### src/hsvp_pkg.sv
`default_nettype none
// ----------------------------------------------------------------------------
// hsvp_pkg
// Shared types, sizes and the gamma table of the HSV to RGB pixel unit.
// ----------------------------------------------------------------------------
package hsvp_pkg;

   // Default depth of the queue between the front and the back part.
   localparam int unsigned QUEUE_DEPTH = 4;

   // One word between front and back: unshaped hexcone channels plus the
   // fields that the back part still needs.
   typedef struct packed {
      logic [7:0]  red;
      logic [7:0]  green;
      logic [7:0]  blue;
      logic [7:0]  saturation;
      logic [7:0]  brightness;
      logic        apply_gamma;
      logic [15:0] led_index;
   } hsvp_word_type;

   localparam logic [7:0] GAMMA_LUT [256] = '{
        8'd0,   8'd0,   8'd0,   8'd0,   8'd0,   8'd0,   8'd0,   8'd0,
        8'd0,   8'd0,   8'd0,   8'd0,   8'd0,   8'd0,   8'd0,   8'd0,
        8'd0,   8'd0,   8'd0,   8'd0,   8'd0,   8'd0,   8'd0,   8'd0,
        8'd0,   8'd0,   8'd0,   8'd0,   8'd1,   8'd1,   8'd1,   8'd1,
        8'd1,   8'd1,   8'd1,   8'd1,   8'd1,   8'd1,   8'd1,   8'd1,
        8'd1,   8'd2,   8'd2,   8'd2,   8'd2,   8'd2,   8'd2,   8'd2,
        8'd2,   8'd3,   8'd3,   8'd3,   8'd3,   8'd3,   8'd3,   8'd3,
        8'd4,   8'd4,   8'd4,   8'd4,   8'd4,   8'd5,   8'd5,   8'd5,
        8'd5,   8'd6,   8'd6,   8'd6,   8'd6,   8'd7,   8'd7,   8'd7,
        8'd7,   8'd8,   8'd8,   8'd8,   8'd9,   8'd9,   8'd9,   8'd10,
        8'd10,  8'd10,  8'd11,  8'd11,  8'd11,  8'd12,  8'd12,  8'd13,
        8'd13,  8'd13,  8'd14,  8'd14,  8'd15,  8'd15,  8'd16,  8'd16,
        8'd17,  8'd17,  8'd18,  8'd18,  8'd19,  8'd19,  8'd20,  8'd20,
        8'd21,  8'd21,  8'd22,  8'd22,  8'd23,  8'd24,  8'd24,  8'd25,
        8'd25,  8'd26,  8'd27,  8'd27,  8'd28,  8'd29,  8'd29,  8'd30,
        8'd31,  8'd32,  8'd32,  8'd33,  8'd34,  8'd35,  8'd35,  8'd36,
        8'd37,  8'd38,  8'd39,  8'd39,  8'd40,  8'd41,  8'd42,  8'd43,
        8'd44,  8'd45,  8'd46,  8'd47,  8'd48,  8'd49,  8'd50,  8'd50,
        8'd51,  8'd52,  8'd54,  8'd55,  8'd56,  8'd57,  8'd58,  8'd59,
        8'd60,  8'd61,  8'd62,  8'd63,  8'd64,  8'd66,  8'd67,  8'd68,
        8'd69,  8'd70,  8'd72,  8'd73,  8'd74,  8'd75,  8'd77,  8'd78,
        8'd79,  8'd81,  8'd82,  8'd83,  8'd85,  8'd86,  8'd87,  8'd89,
        8'd90,  8'd92,  8'd93,  8'd95,  8'd96,  8'd98,  8'd99,  8'd101,
        8'd102, 8'd104, 8'd105, 8'd107, 8'd109, 8'd110, 8'd112, 8'd114,
        8'd115, 8'd117, 8'd119, 8'd120, 8'd122, 8'd124, 8'd126, 8'd127,
        8'd129, 8'd131, 8'd133, 8'd135, 8'd137, 8'd138, 8'd140, 8'd142,
        8'd144, 8'd146, 8'd148, 8'd150, 8'd152, 8'd154, 8'd156, 8'd158,
        8'd160, 8'd162, 8'd164, 8'd167, 8'd169, 8'd171, 8'd173, 8'd175,
        8'd177, 8'd180, 8'd182, 8'd184, 8'd186, 8'd189, 8'd191, 8'd193,
        8'd196, 8'd198, 8'd200, 8'd203, 8'd205, 8'd208, 8'd210, 8'd213,
        8'd215, 8'd218, 8'd220, 8'd223, 8'd225, 8'd228, 8'd231, 8'd233,
        8'd236, 8'd239, 8'd241, 8'd244, 8'd247, 8'd249, 8'd252, 8'd255
   };

endpackage
`default_nettype wire

### src/hsvp_req_if.sv
`default_nettype none
// ----------------------------------------------------------------------------
// hsvp_req_if
// Input channel of the pixel unit: one HSV pixel word per handshake.
// ----------------------------------------------------------------------------
interface hsvp_req_if;
   logic        valid;
   logic        ready;
   logic [15:0] hue_angle;
   logic [7:0]  saturation;
   logic [7:0]  brightness;
   logic        apply_gamma;
   logic [15:0] led_index;

   modport source (output valid, hue_angle, saturation, brightness, apply_gamma,
                   led_index, input ready);
   modport sink   (input valid, hue_angle, saturation, brightness, apply_gamma,
                   led_index, output ready);
endinterface
`default_nettype wire

### src/hsvp_rsp_if.sv
`default_nettype none
// ----------------------------------------------------------------------------
// hsvp_rsp_if
// Result channel of the pixel unit: one RGB pixel word per handshake.
// ----------------------------------------------------------------------------
interface hsvp_rsp_if;
   logic        valid;
   logic        ready;
   logic [7:0]  red;
   logic [7:0]  green;
   logic [7:0]  blue;
   logic [15:0] led_position;

   modport source (output valid, red, green, blue, led_position, input ready);
   modport sink   (input valid, red, green, blue, led_position, output ready);
endinterface
`default_nettype wire

### src/hsvp_front.sv
`default_nettype none
// ----------------------------------------------------------------------------
// hsvp_front
// Accepts input words, scales the hue to 0..1530 and sorts it into one of the
// six hexcone slices, giving unshaped red, green and blue.
// ----------------------------------------------------------------------------
module hsvp_front (
   input  wire logic               clock,
   input  wire logic               reset,
   hsvp_req_if.sink                req_if,
   output logic                    push_valid,
   input  wire logic               push_ready,
   output hsvp_pkg::hsvp_word_type push_data
);
   import hsvp_pkg::*;

   localparam int unsigned HUE_W  = 11;
   localparam int unsigned PROD_W = 27;
   localparam logic [PROD_W-1:0] HUE_SCALE = PROD_W'(1530);
   localparam logic [PROD_W-1:0] HUE_ROUND = PROD_W'(32768);
   localparam logic [HUE_W-1:0]  EDGE_1 = HUE_W'(255);
   localparam logic [HUE_W-1:0]  EDGE_2 = HUE_W'(510);
   localparam logic [HUE_W-1:0]  EDGE_3 = HUE_W'(765);
   localparam logic [HUE_W-1:0]  EDGE_4 = HUE_W'(1020);
   localparam logic [HUE_W-1:0]  EDGE_5 = HUE_W'(1275);
   localparam logic [HUE_W-1:0]  EDGE_6 = HUE_W'(1530);
   localparam logic [7:0]        FULL   = 8'hFF;

   logic               advance;
   logic [PROD_W-1:0]  hue_scaled;

   logic               scale_valid_ff, scale_valid_in;
   logic [HUE_W-1:0]   scale_hue_ff, scale_hue_in;
   logic [7:0]         scale_sat_ff, scale_sat_in;
   logic [7:0]         scale_val_ff, scale_val_in;
   logic               scale_gam_ff, scale_gam_in;
   logic [15:0]        scale_idx_ff, scale_idx_in;

   logic               slice_valid_ff, slice_valid_in;
   hsvp_word_type      slice_word_ff, slice_word_in;

   logic [HUE_W-1:0]   diff;
   logic [7:0]         red, green, blue;

   // Both stages move together; a stage that holds nothing never blocks.
   assign advance      = !slice_valid_ff || push_ready;
   assign req_if.ready = advance;

   assign hue_scaled = PROD_W'(req_if.hue_angle) * HUE_SCALE + HUE_ROUND;

   assign scale_valid_in = advance ? req_if.valid : scale_valid_ff;
   assign scale_hue_in   = advance ? hue_scaled[PROD_W-1:16] : scale_hue_ff;
   assign scale_sat_in   = advance ? req_if.saturation : scale_sat_ff;
   assign scale_val_in   = advance ? req_if.brightness : scale_val_ff;
   assign scale_gam_in   = advance ? req_if.apply_gamma : scale_gam_ff;
   assign scale_idx_in   = advance ? req_if.led_index : scale_idx_ff;

   always_comb begin
      red   = FULL;
      green = '0;
      blue  = '0;
      diff  = '0;
      if (scale_hue_ff < EDGE_2) begin
         if (scale_hue_ff < EDGE_1) begin
            red   = FULL;
            green = scale_hue_ff[7:0];
         end else begin
            diff  = EDGE_2 - scale_hue_ff;
            red   = diff[7:0];
            green = FULL;
         end
      end else if (scale_hue_ff < EDGE_4) begin
         red = '0;
         if (scale_hue_ff < EDGE_3) begin
            diff  = scale_hue_ff - EDGE_2;
            green = FULL;
            blue  = diff[7:0];
         end else begin
            diff  = EDGE_4 - scale_hue_ff;
            green = diff[7:0];
            blue  = FULL;
         end
      end else if (scale_hue_ff < EDGE_6) begin
         if (scale_hue_ff < EDGE_5) begin
            diff = scale_hue_ff - EDGE_4;
            red  = diff[7:0];
            blue = FULL;
         end else begin
            diff = EDGE_6 - scale_hue_ff;
            red  = FULL;
            blue = diff[7:0];
         end
      end
      // The top of the scaled range falls through to pure red.
   end

   assign slice_valid_in = advance ? scale_valid_ff : slice_valid_ff;

   always_comb begin
      slice_word_in = slice_word_ff;
      if (advance) begin
         slice_word_in.red         = red;
         slice_word_in.green       = green;
         slice_word_in.blue        = blue;
         slice_word_in.saturation  = scale_sat_ff;
         slice_word_in.brightness  = scale_val_ff;
         slice_word_in.apply_gamma = scale_gam_ff;
         slice_word_in.led_index   = scale_idx_ff;
      end
   end

   always_ff @(posedge clock) begin
      if (reset) begin
         scale_valid_ff <= 1'b0;
         slice_valid_ff <= 1'b0;
      end else begin
         scale_valid_ff <= scale_valid_in;
         slice_valid_ff <= slice_valid_in;
      end
   end

   always_ff @(posedge clock) begin
      scale_hue_ff  <= scale_hue_in;
      scale_sat_ff  <= scale_sat_in;
      scale_val_ff  <= scale_val_in;
      scale_gam_ff  <= scale_gam_in;
      scale_idx_ff  <= scale_idx_in;
      slice_word_ff <= slice_word_in;
   end

   assign push_valid = slice_valid_ff;
   assign push_data  = slice_word_ff;

endmodule
`default_nettype wire

### src/hsvp_queue.sv
`default_nettype none
// ----------------------------------------------------------------------------
// hsvp_queue
// Short first-in first-out queue that decouples the front from the back.
// ----------------------------------------------------------------------------
module hsvp_queue #(
   parameter int unsigned DEPTH = hsvp_pkg::QUEUE_DEPTH
) (
   input  wire logic                    clock,
   input  wire logic                    reset,
   input  wire logic                    push_valid,
   output logic                         push_ready,
   input  wire hsvp_pkg::hsvp_word_type push_data,
   output logic                         pop_valid,
   input  wire logic                    pop_ready,
   output hsvp_pkg::hsvp_word_type      pop_data
);
   import hsvp_pkg::*;

   localparam int unsigned PTR_W = (DEPTH > 1) ? $clog2(DEPTH) : 1;
   localparam int unsigned CNT_W = $clog2(DEPTH + 1);
   localparam logic [PTR_W-1:0] LAST = PTR_W'(DEPTH - 1);
   localparam logic [CNT_W-1:0] FULL = CNT_W'(DEPTH);

   hsvp_word_type     slots_ff [DEPTH];
   logic [PTR_W-1:0]  wr_ptr_ff, wr_ptr_in;
   logic [PTR_W-1:0]  rd_ptr_ff, rd_ptr_in;
   logic [CNT_W-1:0]  count_ff, count_in;
   logic              push, pop;

   assign push_ready = (count_ff != FULL);
   assign pop_valid  = (count_ff != '0);
   assign push       = push_valid && push_ready;
   assign pop        = pop_valid && pop_ready;
   assign pop_data   = slots_ff[rd_ptr_ff];

   always_comb begin
      wr_ptr_in = wr_ptr_ff;
      rd_ptr_in = rd_ptr_ff;
      count_in  = count_ff;
      if (push) begin
         wr_ptr_in = (wr_ptr_ff == LAST) ? '0 : wr_ptr_ff + 1'b1;
      end
      if (pop) begin
         rd_ptr_in = (rd_ptr_ff == LAST) ? '0 : rd_ptr_ff + 1'b1;
      end
      if (push && !pop) begin
         count_in = count_ff + 1'b1;
      end else if (pop && !push) begin
         count_in = count_ff - 1'b1;
      end
   end

   always_ff @(posedge clock) begin
      if (reset) begin
         wr_ptr_ff <= '0;
         rd_ptr_ff <= '0;
         count_ff  <= '0;
      end else begin
         wr_ptr_ff <= wr_ptr_in;
         rd_ptr_ff <= rd_ptr_in;
         count_ff  <= count_in;
      end
   end

   always_ff @(posedge clock) begin
      if (push) begin
         slots_ff[wr_ptr_ff] <= push_data;
      end
   end

   assert property (@(posedge clock) disable iff (reset) count_ff <= FULL)
      else $error("queue count beyond its depth");

   assert property (@(posedge clock) disable iff (reset)
      (count_ff == '0) |-> (wr_ptr_ff == rd_ptr_ff))
      else $error("empty queue with pointers apart");

   assert property (@(posedge clock) disable iff (reset)
      (push && !pop) |=> (count_ff == $past(count_ff) + 1'b1))
      else $error("queue count missed a push");

   assert property (@(posedge clock) disable iff (reset)
      (pop && !push) |=> (count_ff == $past(count_ff) - 1'b1))
      else $error("queue count missed a pop");

endmodule
`default_nettype wire

### src/hsvp_back.sv
`default_nettype none
// ----------------------------------------------------------------------------
// hsvp_back
// Applies saturation and value to each channel in two multiply stages, then
// the optional gamma table, into the output register.
// ----------------------------------------------------------------------------
module hsvp_back (
   input  wire logic                    clock,
   input  wire logic                    reset,
   input  wire logic                    pop_valid,
   output logic                         pop_ready,
   input  wire hsvp_pkg::hsvp_word_type pop_data,
   hsvp_rsp_if.source                   rsp_if
);
   import hsvp_pkg::*;

   localparam logic [7:0] FULL = 8'hFF;

   // First step of the shaping: (c * (s + 1)) >> 8 plus 255 - s.
   // The sum never passes 255; it is kept at nine bits for the next multiply.
   function automatic logic [8:0] sat_step(input logic [7:0] c, input logic [7:0] s);
      logic [16:0] prod;
      prod = {9'b0, c} * ({9'b0, s} + 17'd1);
      return prod[16:8] + {1'b0, FULL - s};
   endfunction

   function automatic logic [7:0] val_step(input logic [8:0] t, input logic [7:0] v);
      logic [17:0] prod;
      prod = {9'b0, t} * ({10'b0, v} + 18'd1);
      return prod[15:8];
   endfunction

   logic          advance;

   logic          sat_valid_ff, sat_valid_in;
   logic [8:0]    sat_red_ff, sat_red_in;
   logic [8:0]    sat_green_ff, sat_green_in;
   logic [8:0]    sat_blue_ff, sat_blue_in;
   logic [7:0]    sat_val_ff, sat_val_in;
   logic          sat_gam_ff, sat_gam_in;
   logic [15:0]   sat_idx_ff, sat_idx_in;

   logic          val_valid_ff, val_valid_in;
   logic [7:0]    val_red_ff, val_red_in;
   logic [7:0]    val_green_ff, val_green_in;
   logic [7:0]    val_blue_ff, val_blue_in;
   logic          val_gam_ff, val_gam_in;
   logic [15:0]   val_idx_ff, val_idx_in;

   logic          out_valid_ff, out_valid_in;
   logic [7:0]    out_red_ff, out_red_in;
   logic [7:0]    out_green_ff, out_green_in;
   logic [7:0]    out_blue_ff, out_blue_in;
   logic [15:0]   out_idx_ff, out_idx_in;

   // The whole back pipeline holds while a finished word waits at the output.
   assign advance   = !out_valid_ff || rsp_if.ready;
   assign pop_ready = advance;

   assign sat_valid_in = advance ? pop_valid : sat_valid_ff;
   assign sat_red_in   = advance ? sat_step(pop_data.red, pop_data.saturation) : sat_red_ff;
   assign sat_green_in = advance ? sat_step(pop_data.green, pop_data.saturation)
                                 : sat_green_ff;
   assign sat_blue_in  = advance ? sat_step(pop_data.blue, pop_data.saturation)
                                 : sat_blue_ff;
   assign sat_val_in   = advance ? pop_data.brightness : sat_val_ff;
   assign sat_gam_in   = advance ? pop_data.apply_gamma : sat_gam_ff;
   assign sat_idx_in   = advance ? pop_data.led_index : sat_idx_ff;

   assign val_valid_in = advance ? sat_valid_ff : val_valid_ff;
   assign val_red_in   = advance ? val_step(sat_red_ff, sat_val_ff) : val_red_ff;
   assign val_green_in = advance ? val_step(sat_green_ff, sat_val_ff) : val_green_ff;
   assign val_blue_in  = advance ? val_step(sat_blue_ff, sat_val_ff) : val_blue_ff;
   assign val_gam_in   = advance ? sat_gam_ff : val_gam_ff;
   assign val_idx_in   = advance ? sat_idx_ff : val_idx_ff;

   always_comb begin
      out_valid_in = out_valid_ff;
      out_red_in   = out_red_ff;
      out_green_in = out_green_ff;
      out_blue_in  = out_blue_ff;
      out_idx_in   = out_idx_ff;
      if (advance) begin
         out_valid_in = val_valid_ff;
         out_idx_in   = val_idx_ff;
         if (val_gam_ff) begin
            out_red_in   = GAMMA_LUT[val_red_ff];
            out_green_in = GAMMA_LUT[val_green_ff];
            out_blue_in  = GAMMA_LUT[val_blue_ff];
         end else begin
            out_red_in   = val_red_ff;
            out_green_in = val_green_ff;
            out_blue_in  = val_blue_ff;
         end
      end
   end

   always_ff @(posedge clock) begin
      if (reset) begin
         sat_valid_ff <= 1'b0;
         val_valid_ff <= 1'b0;
         out_valid_ff <= 1'b0;
      end else begin
         sat_valid_ff <= sat_valid_in;
         val_valid_ff <= val_valid_in;
         out_valid_ff <= out_valid_in;
      end
   end

   always_ff @(posedge clock) begin
      sat_red_ff   <= sat_red_in;
      sat_green_ff <= sat_green_in;
      sat_blue_ff  <= sat_blue_in;
      sat_val_ff   <= sat_val_in;
      sat_gam_ff   <= sat_gam_in;
      sat_idx_ff   <= sat_idx_in;
      val_red_ff   <= val_red_in;
      val_green_ff <= val_green_in;
      val_blue_ff  <= val_blue_in;
      val_gam_ff   <= val_gam_in;
      val_idx_ff   <= val_idx_in;
      out_red_ff   <= out_red_in;
      out_green_ff <= out_green_in;
      out_blue_ff  <= out_blue_in;
      out_idx_ff   <= out_idx_in;
   end

   assign rsp_if.valid        = out_valid_ff;
   assign rsp_if.red          = out_red_ff;
   assign rsp_if.green        = out_green_ff;
   assign rsp_if.blue         = out_blue_ff;
   assign rsp_if.led_position = out_idx_ff;

endmodule
`default_nettype wire

### src/hsv_to_rgb_gamma_pixel_unit.sv
`default_nettype none
// ----------------------------------------------------------------------------
// hsv_to_rgb_gamma_pixel_unit
// HSV to RGB pixel converter on the six-slice hexcone with optional gamma.
// ----------------------------------------------------------------------------
//  channel   port    direction  word
//  request   req_if  in         hue_angle, saturation, brightness,
//                               apply_gamma, led_index
//  response  rsp_if  out        red, green, blue, led_position
//
// One word is taken per clock while the output does not stall; a word passes
// through two front stages, the queue and three back stages to the output.
// Reset clears the stage valid bits and empties the queue; no payload resets.
// A stall at the output holds the back pipeline, and the queue absorbs up to
// QUEUE_DEPTH words before the front and the request side stall too.
// ----------------------------------------------------------------------------
module hsv_to_rgb_gamma_pixel_unit #(
   parameter int unsigned QUEUE_DEPTH = hsvp_pkg::QUEUE_DEPTH
) (
   input  wire logic  clock,
   input  wire logic  reset,
   hsvp_req_if.sink   req_if,
   hsvp_rsp_if.source rsp_if
);
   import hsvp_pkg::*;

   logic          push_valid, push_ready;
   hsvp_word_type push_data;
   logic          pop_valid, pop_ready;
   hsvp_word_type pop_data;

   hsvp_front u_front (
      .clock      (clock),
      .reset      (reset),
      .req_if     (req_if),
      .push_valid (push_valid),
      .push_ready (push_ready),
      .push_data  (push_data)
   );

   hsvp_queue #(
      .DEPTH (QUEUE_DEPTH)
   ) u_queue (
      .clock      (clock),
      .reset      (reset),
      .push_valid (push_valid),
      .push_ready (push_ready),
      .push_data  (push_data),
      .pop_valid  (pop_valid),
      .pop_ready  (pop_ready),
      .pop_data   (pop_data)
   );

   hsvp_back u_back (
      .clock     (clock),
      .reset     (reset),
      .pop_valid (pop_valid),
      .pop_ready (pop_ready),
      .pop_data  (pop_data),
      .rsp_if    (rsp_if)
   );

endmodule
`default_nettype wire
### src/flat_wrapper.sv
// flat-port wrapper written by rule: the top's interface ports become plain ports
module hsv_to_rgb_gamma_pixel_unit_flat import hsvp_pkg::*;
#(
   parameter int unsigned QUEUE_DEPTH = hsvp_pkg::QUEUE_DEPTH
)
  (clock, reset, req_if_valid, req_if_hue_angle, req_if_saturation, req_if_brightness, req_if_apply_gamma, req_if_led_index, req_if_ready, rsp_if_valid, rsp_if_red, rsp_if_green, rsp_if_blue, rsp_if_led_position, rsp_if_ready);
  hsvp_req_if req_if_i ();
  hsvp_rsp_if rsp_if_i ();
  input  wire logic clock;
  input  wire logic reset;
  input wire logic [$bits(req_if_i.valid)-1:0] req_if_valid;
  input wire logic [$bits(req_if_i.hue_angle)-1:0] req_if_hue_angle;
  input wire logic [$bits(req_if_i.saturation)-1:0] req_if_saturation;
  input wire logic [$bits(req_if_i.brightness)-1:0] req_if_brightness;
  input wire logic [$bits(req_if_i.apply_gamma)-1:0] req_if_apply_gamma;
  input wire logic [$bits(req_if_i.led_index)-1:0] req_if_led_index;
  output wire logic [$bits(req_if_i.ready)-1:0] req_if_ready;
  output wire logic [$bits(rsp_if_i.valid)-1:0] rsp_if_valid;
  output wire logic [$bits(rsp_if_i.red)-1:0] rsp_if_red;
  output wire logic [$bits(rsp_if_i.green)-1:0] rsp_if_green;
  output wire logic [$bits(rsp_if_i.blue)-1:0] rsp_if_blue;
  output wire logic [$bits(rsp_if_i.led_position)-1:0] rsp_if_led_position;
  input wire logic [$bits(rsp_if_i.ready)-1:0] rsp_if_ready;
  assign req_if_i.valid = req_if_valid;
  assign req_if_i.hue_angle = req_if_hue_angle;
  assign req_if_i.saturation = req_if_saturation;
  assign req_if_i.brightness = req_if_brightness;
  assign req_if_i.apply_gamma = req_if_apply_gamma;
  assign req_if_i.led_index = req_if_led_index;
  assign req_if_ready = req_if_i.ready;
  assign rsp_if_valid = rsp_if_i.valid;
  assign rsp_if_red = rsp_if_i.red;
  assign rsp_if_green = rsp_if_i.green;
  assign rsp_if_blue = rsp_if_i.blue;
  assign rsp_if_led_position = rsp_if_i.led_position;
  assign rsp_if_i.ready = rsp_if_ready;
  hsv_to_rgb_gamma_pixel_unit #(.QUEUE_DEPTH(QUEUE_DEPTH)) u_core (.clock(clock), .reset(reset), .req_if(req_if_i), .rsp_if(rsp_if_i));
endmodule
### config.mk
export PLATFORM = sky130hd
export DESIGN_NAME = hsv_to_rgb_gamma_pixel_unit_flat
export DESIGN_NICKNAME = d
export VERILOG_FILES = /design/src/hsvp_pkg.sv /design/src/hsvp_req_if.sv /design/src/hsvp_rsp_if.sv /design/src/hsvp_front.sv /design/src/hsvp_queue.sv /design/src/hsvp_back.sv /design/src/hsv_to_rgb_gamma_pixel_unit.sv /design/src/flat_wrapper.sv
export SDC_FILE = /design/constraint.sdc
export NUM_CORES = 2
export LEC_CHECK = 0
export BUFFER_PORTS_ARGS = -buffer_cell sky130_fd_sc_hd__buf_4
export CORE_MARGIN = 4
export CORE_UTILIZATION = 50
export CTS_BUF_LIST = sky130_fd_sc_hd__clkbuf_2
export CTS_CLUSTER_SIZE = 16
export DETAILED_ROUTE_END_ITERATION = 7
export PLACE_DENSITY = 0.66
export SLEW_MARGIN = 20
export SYNTH_ARGS = -nofsm -noshare
export SYNTH_HDL_FRONTEND = slang
export SYNTH_SLANG_ARGS = --single-unit
### constraint.sdc
create_clock -name clock -period 8.9 [get_ports clock]
set_input_delay 1.335 -clock clock [delete_from_list [all_inputs] [get_ports clock]]
set_output_delay 1.335 -clock clock [all_outputs]
set_load 0.02 [all_outputs]
* Yosys cells after proc, flatten, opt, wreduce, memory -nomap -nowiden
Memory sizes are Yosys's and may differ from the RTL's. A register that Yosys moved wholly into a read port is not among the register bits.
Cells that the tools add are included.
Widths: inputs -> output; s select.
** Word-level totals
- Bits in registers :: 246
- RAM bits :: 228
- Bits in read-only memories :: 6144
- Input port bits :: 53
- Output and inout bits :: 42
- Logic and storage cells :: 119
- Memories :: 4
** Cells by class
- Add/subtract/negate cells :: 16
- $mul :: 7
- Magnitude comparators :: 9
- Equal/unequal tests :: 3
- Mux-type cells :: 30
- Bitwise operators :: 3
- Reduce and logical (&&, ||, !) cells :: 12
** Memory list
- (name not given) :: depth 256, bits a word 8, rd ports 1, clocked after Yosys merged registers in 0, wr ports 0, RTL line hsvp_back.sv:89 : out_blue_in = GAMMA_LUT[val_blue_ff];
- (name not given) :: depth 256, bits a word 8, rd ports 1, clocked after Yosys merged registers in 0, wr ports 0, RTL line hsvp_back.sv:88 : out_green_in = GAMMA_LUT[val_green_ff];
- (name not given) :: depth 256, bits a word 8, rd ports 1, clocked after Yosys merged registers in 0, wr ports 0, RTL line hsvp_back.sv:87 : out_red_in = GAMMA_LUT[val_red_ff];
- u_core.u_queue.slots_ff :: depth 4, bits a word 57, rd ports 1, clocked after Yosys merged registers in 1, wr ports 1, RTL line hsvp_queue.sv:25 : hsvp_word_type slots_ff [DEPTH];
** Operators with widths (count)
- $mux 8 :: 22
- $mul 9x18->16 :: 2
- $mul 8x17->17 :: 2
- $sub 8x8->8 const A :: 4
- $add 27x16->27 const B :: 1
- $add 9x8->9 :: 3
- $ge 9x9->1 const B :: 3
- $not 8->9 :: 3
- $mul 16x10->26 const B :: 1
- $lt 11x10->1 const B :: 2
- $lt 11x11->1 const B :: 2
- $add 8x1->9 const B :: 2
- $mul 8x9->17 :: 1
- $mul 9x9->16 :: 1
- $sub 8x8->8 const B :: 2
- $lt 11x8->1 const B :: 1
- $lt 11x9->1 const B :: 1
- $mux 2 :: 4
- $mux 3 :: 2
- $add 2x1->2 const B :: 2
- $eq 2x2->1 const B :: 2
- $logic_and 1x1->1 :: 4
- $logic_not 1->1 :: 4
- $add 3x1->3 const B :: 1
- 6 further kinds :: 8

* Depth between registers and ports, before layout
- Depth in word-level cells :: 6
- Mapped depth :: 34
- Depth with buffers taken out :: 29

* Cells and area by module
A second synthesis with hierarchy kept.
** Second synthesis, totals
- Cells, all modules :: 3582
- Area total of the unflattened synthesis :: 39496.6 sq um
** Modules (own cells, without submodules)
- hsvp_back :: instances 1, cells an instance 2549, area each 22735.6 sq um, sequential area each 4053.9 sq um
- hsvp_queue :: instances 1, cells an instance 345, area each 8699.6 sq um, sequential area each 7026.7 sq um
- hsvp_front :: instances 1, cells an instance 688, area each 8061.5 sq um, sequential area each 3072.9 sq um

* Worst setup path before layout
OpenSTA, ideal clock, no wires.
- Kind :: reg2reg
- Start :: register with a tool-made name
- End :: register u_core.u_back.sat_green_ff[8], data pin
- Setup time :: 0.135 ns
- Data arrival time :: 7.242 ns
- Data required time :: 8.765 ns
- Setup slack :: 1.523 ns
- Stages on the path, launching flop included :: 33
- Path buffers :: 4
- Clock period less this slack :: 7.377 ns
- Cell sequence :: dfxtp_1 buf_6 mux4_2 buf_2 clkbuf_1 ha_1 nand3_1 nor2_1 xnor2_1 clkbuf_1 nor2_1 fa_1 inv_1 fa_1 fa_1 fa_1 inv_1 ha_1 nand2_1 o21ai_1 nor2_1 xnor2_1 inv_1 fa_1 nor2b_1 o21ai_0 a21boi_0 o21ai_0 a21o_1 a21oi_1 nor2_1 or4_1 nand3_1
** RTL lines
- to (signal assigned) :: RTL line hsvp_back.sv:112 : sat_green_ff <= sat_green_in;
- to (decl) :: RTL line hsvp_back.sv:37 : logic [8:0] sat_green_ff, sat_green_in;

==> flow_summary.json <==
{
  "synthSimpleGateAreaFrac_pct": 11.3,
  "hpwl_um": 56800,
  "io_pins": 95,
  "synthTopCellsByArea": "edfxtp_1 35%, fa_1 18%, ha_1 11%, inv_1 4.9%, nand2_1 3.2%",
  "final_area_um2": 42300,
  "cts_buffers": 116,
  "synth_compound_area_share_pct": 9.48,
  "crit_fanout": 21,
  "ys_dominant_reg_cell": "edfxtp_1",
  "finalCritPeriodShare_pct": 90.9,
  "ys_types": 90,
  "syn-cell-area_um2": 39300,
  "clkLatencyLatePin_ns": 1.22,
  "yosysWarnings": 0,
  "die_w_um": 288,
  "drive_above_1_share_pct": 12.0,
  "grt_pass1_vias": 26700,
  "grt_overflow_total": 0,
  "ff2ff_path_depth": 27,
  "muxShareOfSynthArea_pct": 4.21,
  "cp-endpoint": "u_core.u_back.sat_blue_ff[8]",
  "clock_sinks": 476,
  "cp-end-kind": "flop",
  "drt_wl_total_um": 79300,
  "outcome": "finished clean",
  "wl_per_cell_um": 16.2,
  "cap_violations": 0,
  "drt_iter0_drc": 1729,
  "place_ws_ns": 0.873,
  "vias": 26100,
  "avgSynthCellArea_um2": 10.7,
  "worst_ep_required_time_ns": 9.85,
  "ys_ff_latch": 476,
  "synth_edf_count": 462,
  "maxSlewViolCount": 0,
  "synth_top_area_cell": "edfxtp_1",
  "synth_seq_area_share_pct": 36.0,
  "synthCells": 3669,
  "rsz0062_at_grt": "false",
  "post_cts_buffers": 0,
  "die_y_um": 288,
  "grt_pass1_wl_um": 134000,
  "syn2layout_area_growth_pct": 7.57,
  "layout_common_cells": "512 x inv_1, 462 x edfxtp_1, 361 x ha_1",
  "rows": 102,
  "htreeDepth": 3,
  "async_reset_ff_share_pct": 0,
  "core_um2": 77700,
  "grt_max_degree": 77,
  "worst_slack_ns": 0.814,
  "synth_fp_nets": 4433,
  "synthAdderAreaFrac_pct": 29.4,
  "finalCriticalPeriod_ns": 8.09,
  "cts_tree": "built",
  "start_util_pct": 50.6,
  "final_core_util_pct": 54.4,
  "critPathKind": "reg2reg",
  "cts_root_buf": "clkbuf_2",
  "placed_area_um2": 41100,
  "postCtsHoldBufs": 0,
  "worst_pin_slew_ns": 0.947,
  "synth_top_family_by_area": "adder cells",
  "numPortBuffers": 94,
  "rrSetupSlack_ns": 0.81,
  "finClkSkew_ns": 0.139,
  "crit_path_start_kind": "flop",
  "relSlewSlack_pct": 36.3,
  "synth.top_cell.area_share_pct": 35.3,
  "cts_resized": 0,
  "max_freq_ghz": 0.124,
  "cts_buffer_depth": 3,
  "drc_errors": 0,
  "layout_commonest_cell": "inv_1",
  "gp_congestion": 0.876,
  "die-area_um2": 83200,
  "finalNetCount": 4517,
  "viasPerCell": 5.33,
  "grt.total_usage_pct": 19.5,
  "timing.rr.end": "u_core.u_back.sat_blue_ff[8]",
  "hold_viol": 0,
  "arrival_ns": 9.04,
  "hold_class": "in2reg",
  "finalSetupViolCount": 0,
  "grt_antenna_before_repair": 3,
  "synth_xor_area_share_pct": 2.98,
  "first_pass_iters": 6,
  "setup_tns_ns": 0,
  "ant_nets": 0,
  "clk_pin_slew_worst_paths_ns": 0.11
}
==> cells in the mapped netlist (23+ instances only) <==
cell type	n
xor2_1	42
a211oi_1	30
and2_1	91
fa_1	350
o21ai_0	148
o211ai_1	31
xnor2_1	90
nand2_1	333
clkbuf_1	136
inv_1	513
mux2_2	26
nor2b_1	45
edfxtp_1	462
buf_1	23
nand3_1	44
nor2_1	295
ha_1	361
mux2i_1	35
mux4_2	45
nand2b_1	50
nor3_1	28
a21oi_1	170
==> worst min path at each step <==
stage / startpoint / endpoint / slack, ns / depth (start not counted)
5_1_grt: req_if_saturation[0] / u_core.u_front.scale_sat_ff[0] / 0.08 / 1
3_5_place_dp: u_core.u_back.sat_idx_ff[10] / u_core.u_back.val_idx_ff[10] / 0.40 / 0
3_3_place_gp: u_core.u_front.scale_sat_ff[5] / u_core.u_front.push_data[30] / 0.40 / 0
2_1_floorplan: u_core.u_back.val_idx_ff[0] / u_core.u_back.rsp_if.led_position[0] / 0.40 / 0
6_report: req_if_led_index[0] / u_core.u_front.scale_idx_ff[0] / 0.31 / 1
4_1_cts: req_if_led_index[3] / u_core.u_front.scale_idx_ff[3] / 0.10 / 1
==> cell type report <==
cell class / count / area, um^2
fill: 6753 / 35400
tap: 1040 / 1300
multi-input combinational: 2503 / 22600
sequential: 476 / 14200
antenna: 2 / 5.00
timing repair buffer: 140 / 1050
clock buffer: 178 / 891
inverter: 516 / 1940
clock inverter: 38 / 307
==> state kept, by name (all words and copies together) (netlist names), 11 cells and up, named ones only <==
name and cells:
u_core.u_queue.slots_ff 228, u_core.u_front.push_data 57, u_core.u_back.rsp_if.led_position 16, u_core.u_front.scale_idx_ff 16, u_core.u_back.val_idx_ff 16, u_core.u_front.scale_hue_ff 11
u_core.u_back.sat_idx_ff 16
==> routing by layer <==
metal | vias to the layer above | GRT usage, % | wire length, um
met5 | - | 0 | 13
met4 | 2 | 4.46 | 1230
met3 | 96 | 2.98 | 3650
met2 | 642 | 33.2 | 38600
met1 | 12700 | 26.6 | 35700
li1 | 12700 | - | -
==> cell families (layout without fill, tap and decap cells) <==
| family | Yosys count | in the layout |
|---|---|---|
| AO/OA/AOI/OAI | 588 | 588 |
| XOR/XNOR | 133 | 133 |
| adder cells (fa/ha/maj) | 713 | 713 |
| buffers and inverters | 690 | 872 |
| flip-flops | 476 | 476 |
| multiplexers | 106 | 106 |
| other | 0 | 2 |
| AND/OR/NAND/NOR | 963 | 963 |
==> stage by stage <==
stage          instances  hold slack, ns
2_1_floorplan       3669           0.400
3_3_place_gp        4675           0.401
3_5_place_dp        4675           0.405
4_1_cts             4891           0.103
5_1_grt             4893          0.0787
6_report            4893           0.306
==> critical path, stage by stage (launching register included) <==
cell	delay [ns]
dfxtp_4	0.64
mux4_2	0.72
ha_1	0.51
inv_1	0.48
nor2_1	0.13
fa_1	0.41
fa_1	0.50
inv_1	0.06
fa_1	0.50
fa_1	0.49
inv_1	0.04
ha_1	0.28
a21o_1	0.16
a31oi_1	0.30
o21bai_1	0.12
xor2_1	0.16
ha_1	0.20
inv_1	0.07
fa_1	0.45
nor2b_1	0.11
o21ai_0	0.10
a21boi_0	0.24
o21ai_0	0.15
a21o_1	0.21
a21oi_1	0.21
nor2_1	0.09
or4_1	0.47
nand3_1	0.09
Power is not shown: default switching activity piles up to over one toggle a cycle in this logic, so the estimate is an artifact.
